## src/rtl/modular_exponentiation_defines.svh

```systemverilog
// Assertion macros shared by the modular exponentiation RTL.
`ifndef MODULAR_EXPONENTIATION_DEFINES_SVH
`define MODULAR_EXPONENTIATION_DEFINES_SVH

// Property checked on every rising clock edge outside reset.
`define MEXP_ASSERT(name, prop, msg) \
  name: assert property (@(posedge clk) disable iff (rst) prop) else $error(msg);

// Condition that must hold in the cycle after a trigger.
`define MEXP_ASSERT_NEXT(name, ante, cons, msg) \
  name: assert property (@(posedge clk) disable iff (rst) (ante) |=> (cons)) else $error(msg);

`endif

```

## src/rtl/mexp_pkg.sv

```systemverilog
// Shared widths, constants and controller/datapath interface types.
package mexp_pkg;

  localparam int MOD_W  = 31;
  localparam int OPND_W = 63;
  localparam int CNT_W  = 6;

  localparam logic [MOD_W-1:0] MODULUS_RESET = 31'd1000000007;

  // Steps of the shared multiplier: one multiplier bit per cycle.
  localparam logic [CNT_W-1:0] RED_STEPS = CNT_W'(OPND_W);
  localparam logic [CNT_W-1:0] MUL_STEPS = CNT_W'(MOD_W);

  typedef enum logic [1:0] {
    OP_REDUCE,
    OP_MUL_ACC,
    OP_SQUARE
  } op_t;

  typedef struct packed {
    logic load;
    logic mul_go;
    op_t  op;
    logic shift;
  } cmd_t;

  typedef struct packed {
    logic mul_done;
    logic exp_zero;
    logic exp_lsb;
  } sts_t;

endpackage

```

## src/rtl/mexp_mulmod.sv

```systemverilog
// Bit-serial modular multiplier: r = a * x mod m, one bit of x per cycle, MSB first.
module mexp_mulmod (
  input  logic                        clk,
  input  logic                        rst,
  input  logic                        go,
  input  logic [mexp_pkg::MOD_W-1:0]  m,
  input  logic [mexp_pkg::MOD_W-1:0]  a,
  input  logic [mexp_pkg::OPND_W-1:0] x_in,
  input  logic [mexp_pkg::CNT_W-1:0]  steps,
  output logic [mexp_pkg::MOD_W-1:0]  r,
  output logic                        done
);
  import mexp_pkg::*;

  logic                 active;
  logic [OPND_W-1:0]    x;
  logic [CNT_W-1:0]     cnt;
  logic [MOD_W:0]       dbl;
  logic [MOD_W:0]       dbl_red;
  logic [MOD_W:0]       sum;
  logic [MOD_W:0]       r_next;

  // Horner step: double the remainder, reduce, add the addend if the bit is set, reduce.
  // Both sums stay below twice the modulus, so one subtraction each suffices.
  always_comb begin
    dbl     = {r, 1'b0};
    dbl_red = (dbl >= {1'b0, m}) ? dbl - {1'b0, m} : dbl;
    sum     = dbl_red + (x[OPND_W-1] ? {1'b0, a} : '0);
    r_next  = (sum >= {1'b0, m}) ? sum - {1'b0, m} : sum;
  end

  always_ff @(posedge clk) begin
    if (rst) begin
      active <= 1'b0;
      done   <= 1'b0;
    end else begin
      done <= 1'b0;
      if (go) begin
        active <= 1'b1;
        r      <= '0;
        x      <= x_in;
        cnt    <= steps;
      end else if (active) begin
        r   <= r_next[MOD_W-1:0];
        x   <= {x[OPND_W-2:0], 1'b0};
        cnt <= cnt - 1'b1;
        if (cnt == CNT_W'(1)) begin
          active <= 1'b0;
          done   <= 1'b1;
        end
      end
    end
  end

endmodule

```

## src/rtl/mexp_dp.sv

```systemverilog
// Datapath: modulus register, operand registers and the shared modular multiplier.
module mexp_dp (
  input  logic                        clk,
  input  logic                        rst,
  input  mexp_pkg::cmd_t              cmd,
  output mexp_pkg::sts_t              sts,
  input  logic [mexp_pkg::OPND_W-1:0] base_value,
  input  logic [mexp_pkg::OPND_W-1:0] exponent,
  input  logic                        cfg_we,
  input  logic [mexp_pkg::MOD_W-1:0]  cfg_data,
  output logic [mexp_pkg::MOD_W-1:0]  power_result
);
  import mexp_pkg::*;

  logic [MOD_W-1:0]  modulus;
  logic [MOD_W-1:0]  m_eff;
  logic [OPND_W-1:0] base_reg;
  logic [OPND_W-1:0] expo;
  logic [MOD_W-1:0]  acc;
  logic [MOD_W-1:0]  sq;
  logic [MOD_W-1:0]  mul_a;
  logic [OPND_W-1:0] mul_x;
  logic [CNT_W-1:0]  mul_steps;
  logic [MOD_W-1:0]  mul_r;
  logic              mul_done;

  always_ff @(posedge clk) begin
    if (rst) begin
      modulus <= MODULUS_RESET;
    end else if (cfg_we) begin
      modulus <= cfg_data;
    end
  end

  // A zero modulus behaves as a modulus of one.
  assign m_eff = (modulus == '0) ? MOD_W'(1) : modulus;

  always_comb begin
    case (cmd.op)
      OP_REDUCE: begin
        mul_a     = MOD_W'(1);
        mul_x     = base_reg;
        mul_steps = RED_STEPS;
      end
      OP_MUL_ACC: begin
        mul_a     = sq;
        mul_x     = {acc, {(OPND_W-MOD_W){1'b0}}};
        mul_steps = MUL_STEPS;
      end
      default: begin
        mul_a     = sq;
        mul_x     = {sq, {(OPND_W-MOD_W){1'b0}}};
        mul_steps = MUL_STEPS;
      end
    endcase
  end

  mexp_mulmod u_mulmod (
    .clk   (clk),
    .rst   (rst),
    .go    (cmd.mul_go),
    .m     (m_eff),
    .a     (mul_a),
    .x_in  (mul_x),
    .steps (mul_steps),
    .r     (mul_r),
    .done  (mul_done)
  );

  always_ff @(posedge clk) begin
    if (cmd.load) begin
      base_reg <= base_value;
      expo     <= exponent;
      acc      <= MOD_W'(1);
    end else begin
      if (cmd.shift) begin
        expo <= expo >> 1;
      end
      if (mul_done) begin
        case (cmd.op)
          OP_MUL_ACC: acc <= mul_r;
          default:    sq  <= mul_r;
        endcase
      end
    end
  end

  assign sts.mul_done  = mul_done;
  assign sts.exp_zero  = (expo == '0);
  assign sts.exp_lsb   = expo[0];
  assign power_result  = acc;

endmodule

```

## src/rtl/mexp_ctrl.sv

```systemverilog
// Controller: sequences base reduction and the square-and-multiply loop.
`include "modular_exponentiation_defines.svh"

module mexp_ctrl (
  input  logic           clk,
  input  logic           rst,
  input  logic           start,
  input  mexp_pkg::sts_t sts,
  output mexp_pkg::cmd_t cmd,
  output logic           busy,
  output logic           done
);
  import mexp_pkg::*;

  typedef enum logic [2:0] {
    S_IDLE,
    S_RED,
    S_CHECK,
    S_MACC,
    S_MSQ,
    S_SHIFT
  } state_t;

  state_t state;
  logic   mul_go;
  op_t    op;
  logic   shift;

  always_ff @(posedge clk) begin
    if (rst) begin
      state  <= S_IDLE;
      mul_go <= 1'b0;
      op     <= OP_REDUCE;
      shift  <= 1'b0;
      done   <= 1'b0;
    end else begin
      mul_go <= 1'b0;
      shift  <= 1'b0;
      done   <= 1'b0;
      unique case (state)
        S_IDLE: begin
          if (start) begin
            mul_go <= 1'b1;
            op     <= OP_REDUCE;
            state  <= S_RED;
          end
        end
        S_RED: begin
          if (sts.mul_done) begin
            state <= S_CHECK;
          end
        end
        S_CHECK: begin
          if (sts.exp_zero) begin
            done  <= 1'b1;
            state <= S_IDLE;
          end else if (sts.exp_lsb) begin
            mul_go <= 1'b1;
            op     <= OP_MUL_ACC;
            state  <= S_MACC;
          end else begin
            mul_go <= 1'b1;
            op     <= OP_SQUARE;
            state  <= S_MSQ;
          end
        end
        S_MACC: begin
          if (sts.mul_done) begin
            mul_go <= 1'b1;
            op     <= OP_SQUARE;
            state  <= S_MSQ;
          end
        end
        S_MSQ: begin
          if (sts.mul_done) begin
            shift <= 1'b1;
            state <= S_SHIFT;
          end
        end
        S_SHIFT: begin
          state <= S_CHECK;
        end
        default: begin
          state <= S_IDLE;
        end
      endcase
    end
  end

  assign busy       = (state != S_IDLE);
  assign cmd.load   = start && (state == S_IDLE);
  assign cmd.mul_go = mul_go;
  assign cmd.op     = op;
  assign cmd.shift  = shift;

  `MEXP_ASSERT(a_done_idle, done |-> (state == S_IDLE), "result strobe outside idle")
  `MEXP_ASSERT(a_go_wait, mul_go |-> (state == S_RED || state == S_MACC || state == S_MSQ), "multiply started outside a wait state")
  `MEXP_ASSERT_NEXT(a_accept, start && (state == S_IDLE), state == S_RED && mul_go, "accepted word did not start reduction")

endmodule

```

## src/rtl/modular_exponentiation.sv

```systemverilog
// Top level of the modular exponentiation block: controller plus datapath.
//
//   Channel   Signals                          Handshake
//   -------   ------------------------------   --------------------------------
//   input     start, base_value, exponent      word taken when start && !busy
//   result    done, power_result               one-cycle strobe, cannot stall
//   config    cfg_valid, cfg_ready, cfg_data   write when cfg_valid && cfg_ready
//
// One word is worked on at a time. The base is first reduced modulo the
// modulus on the shared bit-serial multiplier. Each exponent bit then costs
// one modular squaring, preceded by a multiplication into the accumulator
// when the bit is set, plus the loop control states S_SHIFT and S_CHECK.
// The single modular multiplier, retiring one multiplier bit per cycle,
// sets the run time. Reset is synchronous and loads the modulus 1000000007.
// The result strobe cannot be held off; power_result holds its value until
// the next word is accepted.
module modular_exponentiation (
  input  logic                        clk,
  input  logic                        rst,
  input  logic                        start,
  output logic                        busy,
  input  logic [mexp_pkg::OPND_W-1:0] base_value,
  input  logic [mexp_pkg::OPND_W-1:0] exponent,
  output logic                        done,
  output logic [mexp_pkg::MOD_W-1:0]  power_result,
  input  logic                        cfg_valid,
  output logic                        cfg_ready,
  input  logic [mexp_pkg::MOD_W-1:0]  cfg_data
);
  import mexp_pkg::*;

  cmd_t cmd;
  sts_t sts;

  // The modulus is only written between words.
  assign cfg_ready = !busy;

  mexp_ctrl u_ctrl (
    .clk   (clk),
    .rst   (rst),
    .start (start),
    .sts   (sts),
    .cmd   (cmd),
    .busy  (busy),
    .done  (done)
  );

  mexp_dp u_dp (
    .clk          (clk),
    .rst          (rst),
    .cmd          (cmd),
    .sts          (sts),
    .base_value   (base_value),
    .exponent     (exponent),
    .cfg_we       (cfg_valid && cfg_ready),
    .cfg_data     (cfg_data),
    .power_result (power_result)
  );

endmodule
```

## config.mk

```make
export PLATFORM = sky130hd
export DESIGN_NAME = modular_exponentiation
export DESIGN_NICKNAME = d
export VERILOG_FILES = /design/src/rtl/mexp_pkg.sv /design/src/rtl/mexp_mulmod.sv /design/src/rtl/mexp_dp.sv /design/src/rtl/mexp_ctrl.sv /design/src/rtl/modular_exponentiation.sv
export VERILOG_INCLUDE_DIRS = /design/src /design/src/rtl
export SDC_FILE = /design/constraint.sdc
export NUM_CORES = 1
export LEC_CHECK = 0
export CAP_MARGIN = 20
export CORE_ASPECT_RATIO = 0.5
export CORE_UTILIZATION = 45
export DETAILED_ROUTE_END_ITERATION = 8
export DONT_BUFFER_PORTS = 1
export MAX_ROUTING_LAYER = met4
export PLACE_DENSITY = 0.62
export SYNTH_ARGS = -nofsm -noshare
export SYNTH_HDL_FRONTEND = slang
export SYNTH_SLANG_ARGS = --single-unit
```

## constraint.sdc

```tcl
create_clock -name clk -period 13.3 [get_ports clk]
set_clock_uncertainty 0.2 [all_clocks]
set_input_delay 0.665 -clock clk [delete_from_list [all_inputs] [get_ports clk]]
set_output_delay 0.665 -clock clk [all_outputs]
set_load 0.02 [all_outputs]
```

==> flow_summary.ini <==
[outcome]
outcome = complete, no violations

[synth]
yosysWarnings = 0
synth.distinct_cells = 74
synth-seq-cells = 329
syn_nets = 2149
synth_area_per_cell_sq_um = 10.1
syn_inst = 1890
async_reset_ff_share_pct = 0
synth_area_sq_um = 19100
synth_edf_count = 257
seq_area_frac_synth_pct = 47.9
ys.flop_type = edfxtp_1

[timing]
finalHoldViolations = 0
setup_violations = 0
slew_violations = 0
layout_min_cycle_time_ps = 9280
tightest_slew_ps = 1040
fmax_ghz = 0.108
finalCritPeriodShare_pct = 69.7
maxSlewHeadroom_pct = 30.4
setup_tns_ps = 0
rsz0062_at_grt = false

[power]
report.power.total_uw = 3820
ir_worst_vdd_uv = 125
p_leak_uw = 0.00779
power.density_nw_per_um2 = 177

[setup_path]
critical_path.top_delay_family = compound AO/OA/AOI/OAI gates
reg2reg_from = u_dp.modulus[21]
critPathMaxStageDelay_ps = 850
path_buf_inv = 2
cp.arrival_ps = 9520
cp-start-kind = flop
worst_r2r_endpoint = u_dp.u_mulmod.r[4]
cp-end-kind = flop
critPathMostFrequentCell = nand4_1
rrSetupSlack_ps = 4020
required_ps = 13540
crit_type = reg -> reg
cp_max_fo = 54
crit_cells = 31
r2r_cells = 31
crit_slowest_cell = o22a_1

[global_route]
grt_use_total_pct = 25.1
grt_pass1_vias = 13800
grt_overflow = 0
grt_pass1_wl_um = 81300
grt_max_degree = 73
antenna_found_initial = 2

[floorplanning]
core-area_sq_um = 41100
die_w_um = 293
io_pins = 195
rows = 52
fp.dieH_um = 148
start_util_pct = 46.5
die-area_sq_um = 43400

[cts]
clkSinkCount = 329
path_clk_slew_ps = 70
cts_resized = 0
clk_latency_ps = 590
cts_max_path_buffers = 3
post-cts-setup-buffers = 0
h-tree-depth = 1
cts_tree = yes
cts_root_buf = clkbuf_16
cts_buffers = 31

[hold_path]
hold_end = u_dp.modulus[30]
hold_path_depth = 2
worstHoldStart = cfg_data[30]
min_path_type = in -> reg

[detailed_routing]
ant_nets = 0
drt-pass1-iter-count = 5
totalWireLength_um = 53600
drt_iter0_drc = 1349
viasPerCell = 5.76
detail_route.wl_per_cell_um = 21.2
drc = 0
vias = 14600

[finish]
fin_cells = 2527
drive_gt1_share_pct = 10.8
syn2layout_area_growth_pct = 12.7
fin_nets = 2192
finish.instance_area_sq_um = 21500

[placed_design]
io_buffers = 0
gp_congestion = 0.947
dpl-instance-area_sq_um = 19600
hpwl_um = 39400
place_inst = 2381

[run]
maxCapViolCount = 0
[cell type report]
type	count	area (sq um)
Antenna cell	2	5.00
Clock buffer	49	936
Clock inverter	9	124
Sequential cell	329	9170
Timing Repair Buffer	102	991
Multi-Input combinational cell	1370	9240
Fill cell	3732	19600
Inverter	99	372
Tap cell	567	709
[kinds of logic after synthesis]
logic type / Yosys count / synth area share (%)
AND/OR/NAND/NOR: 567 / 14.0
AO/OA/AOI/OAI: 490 / 16.0
flip-flops: 329 / 47.9
buffers and inverters: 191 / 3.99
multiplexers: 136 / 7.80
adder cells (fa/ha/maj): 98 / 6.53
XOR/XNOR: 79 / 3.72
[synthesized netlist by cell type, types with 14 or more instances]
library cell	n	area share, %
and3_1	16	0.52
o21bai_1	15	0.59
and2_1	38	1.2
dfxtp_1	72	7.5
edfxtp_1	257	40
nand2_1	215	4.2
a211o_1	25	1.1
xnor2_1	52	2.4
a211oi_1	15	0.59
nor3_1	37	0.97
nor2_1	102	2.0
a21o_1	28	1.1
nor4_1	32	1.0
mux2_2	104	6.1
ha_1	95	6.2
o21ai_0	119	3.1
clkbuf_1	74	1.5
nand2b_1	16	0.52
a21oi_1	151	4.0
inv_1	99	1.9
nand4_1	18	0.59
o21ai_1	24	0.63
nand3_1	50	1.3
nor2b_1	14	0.46
a21oi_2	21	0.96
xor2_1	26	1.2
mux2i_1	32	1.7
[power by group]
part	switching (uW)	total [uW]	internal, uW	leakage (uW)
Combinational	981	1620	638	0.00429
Sequential	55.0	1280	1220	0.00298
Clock	399	925	525	0.000511
[routing by layer]
metal / GRT usage, % / wire length [um] / vias up
met5: - / 0 / -
met4: 4.56 / 904 / 0
met3: 4.44 / 4030 / 53
met2: 34.8 / 22000 / 466
met1: 38.3 / 26700 / 7008
li1: - / - / 7036
[stage by stage]
step / setup WS (ps) / utilization [%] / hold WS, ps
3_5_place_dp: 4250 / 47.7 / 259
5_1_grt: 3090 / 52.4 / 2.64
3_3_place_gp: 4270 / 47.7 / 253
4_1_cts: 4190 / 52.4 / 0.655
6_report: 4020 / 52.4 / 13.4
2_1_floorplan: 5950 / - / 249
[timing repair]
item,4_1_cts,5_1_grt
hold endpoints to repair,103,0
hold buffers,86,0
setup endpoints to repair,0,0
[placed cells by master (no fill, tap or decap), drive strengths merged, types with 18 or more instances in the layout]
cell,netlist,final
nor4,32,32
inv,99,101
dlygate4sd3,0,85
o21ai,143,143
a211o,25,25
nor2,102,102
mux2,104,104
a21oi,172,172
mux2i,32,32
ha,95,95
nand3,50,50
edfxtp,257,257
clkbuf,77,49
xor2,27,27
nand2,215,215
nand4,18,18
xnor2,52,52
nor3,37,37
dfxtp,72,72
a21o,28,28
and2,38,38
[worst max path at each step]
stage,startpoint,end,slack [ps]
after floorplan,u_dp.modulus[7],u_dp.u_mulmod.r[19],5950
after global placement,u_dp.modulus[19],u_dp.u_mulmod.r[4],4270
after detailed placement,u_dp.modulus[21],u_dp.u_mulmod.r[6],4250
after CTS,u_dp.modulus[21],u_dp.u_mulmod.r[6],4190
after global routing,u_dp.modulus[30],u_dp.u_mulmod.r[4],3090
final,u_dp.modulus[21],u_dp.u_mulmod.r[4],4020
No activity file was read; power rests on OpenSTA's default activity.
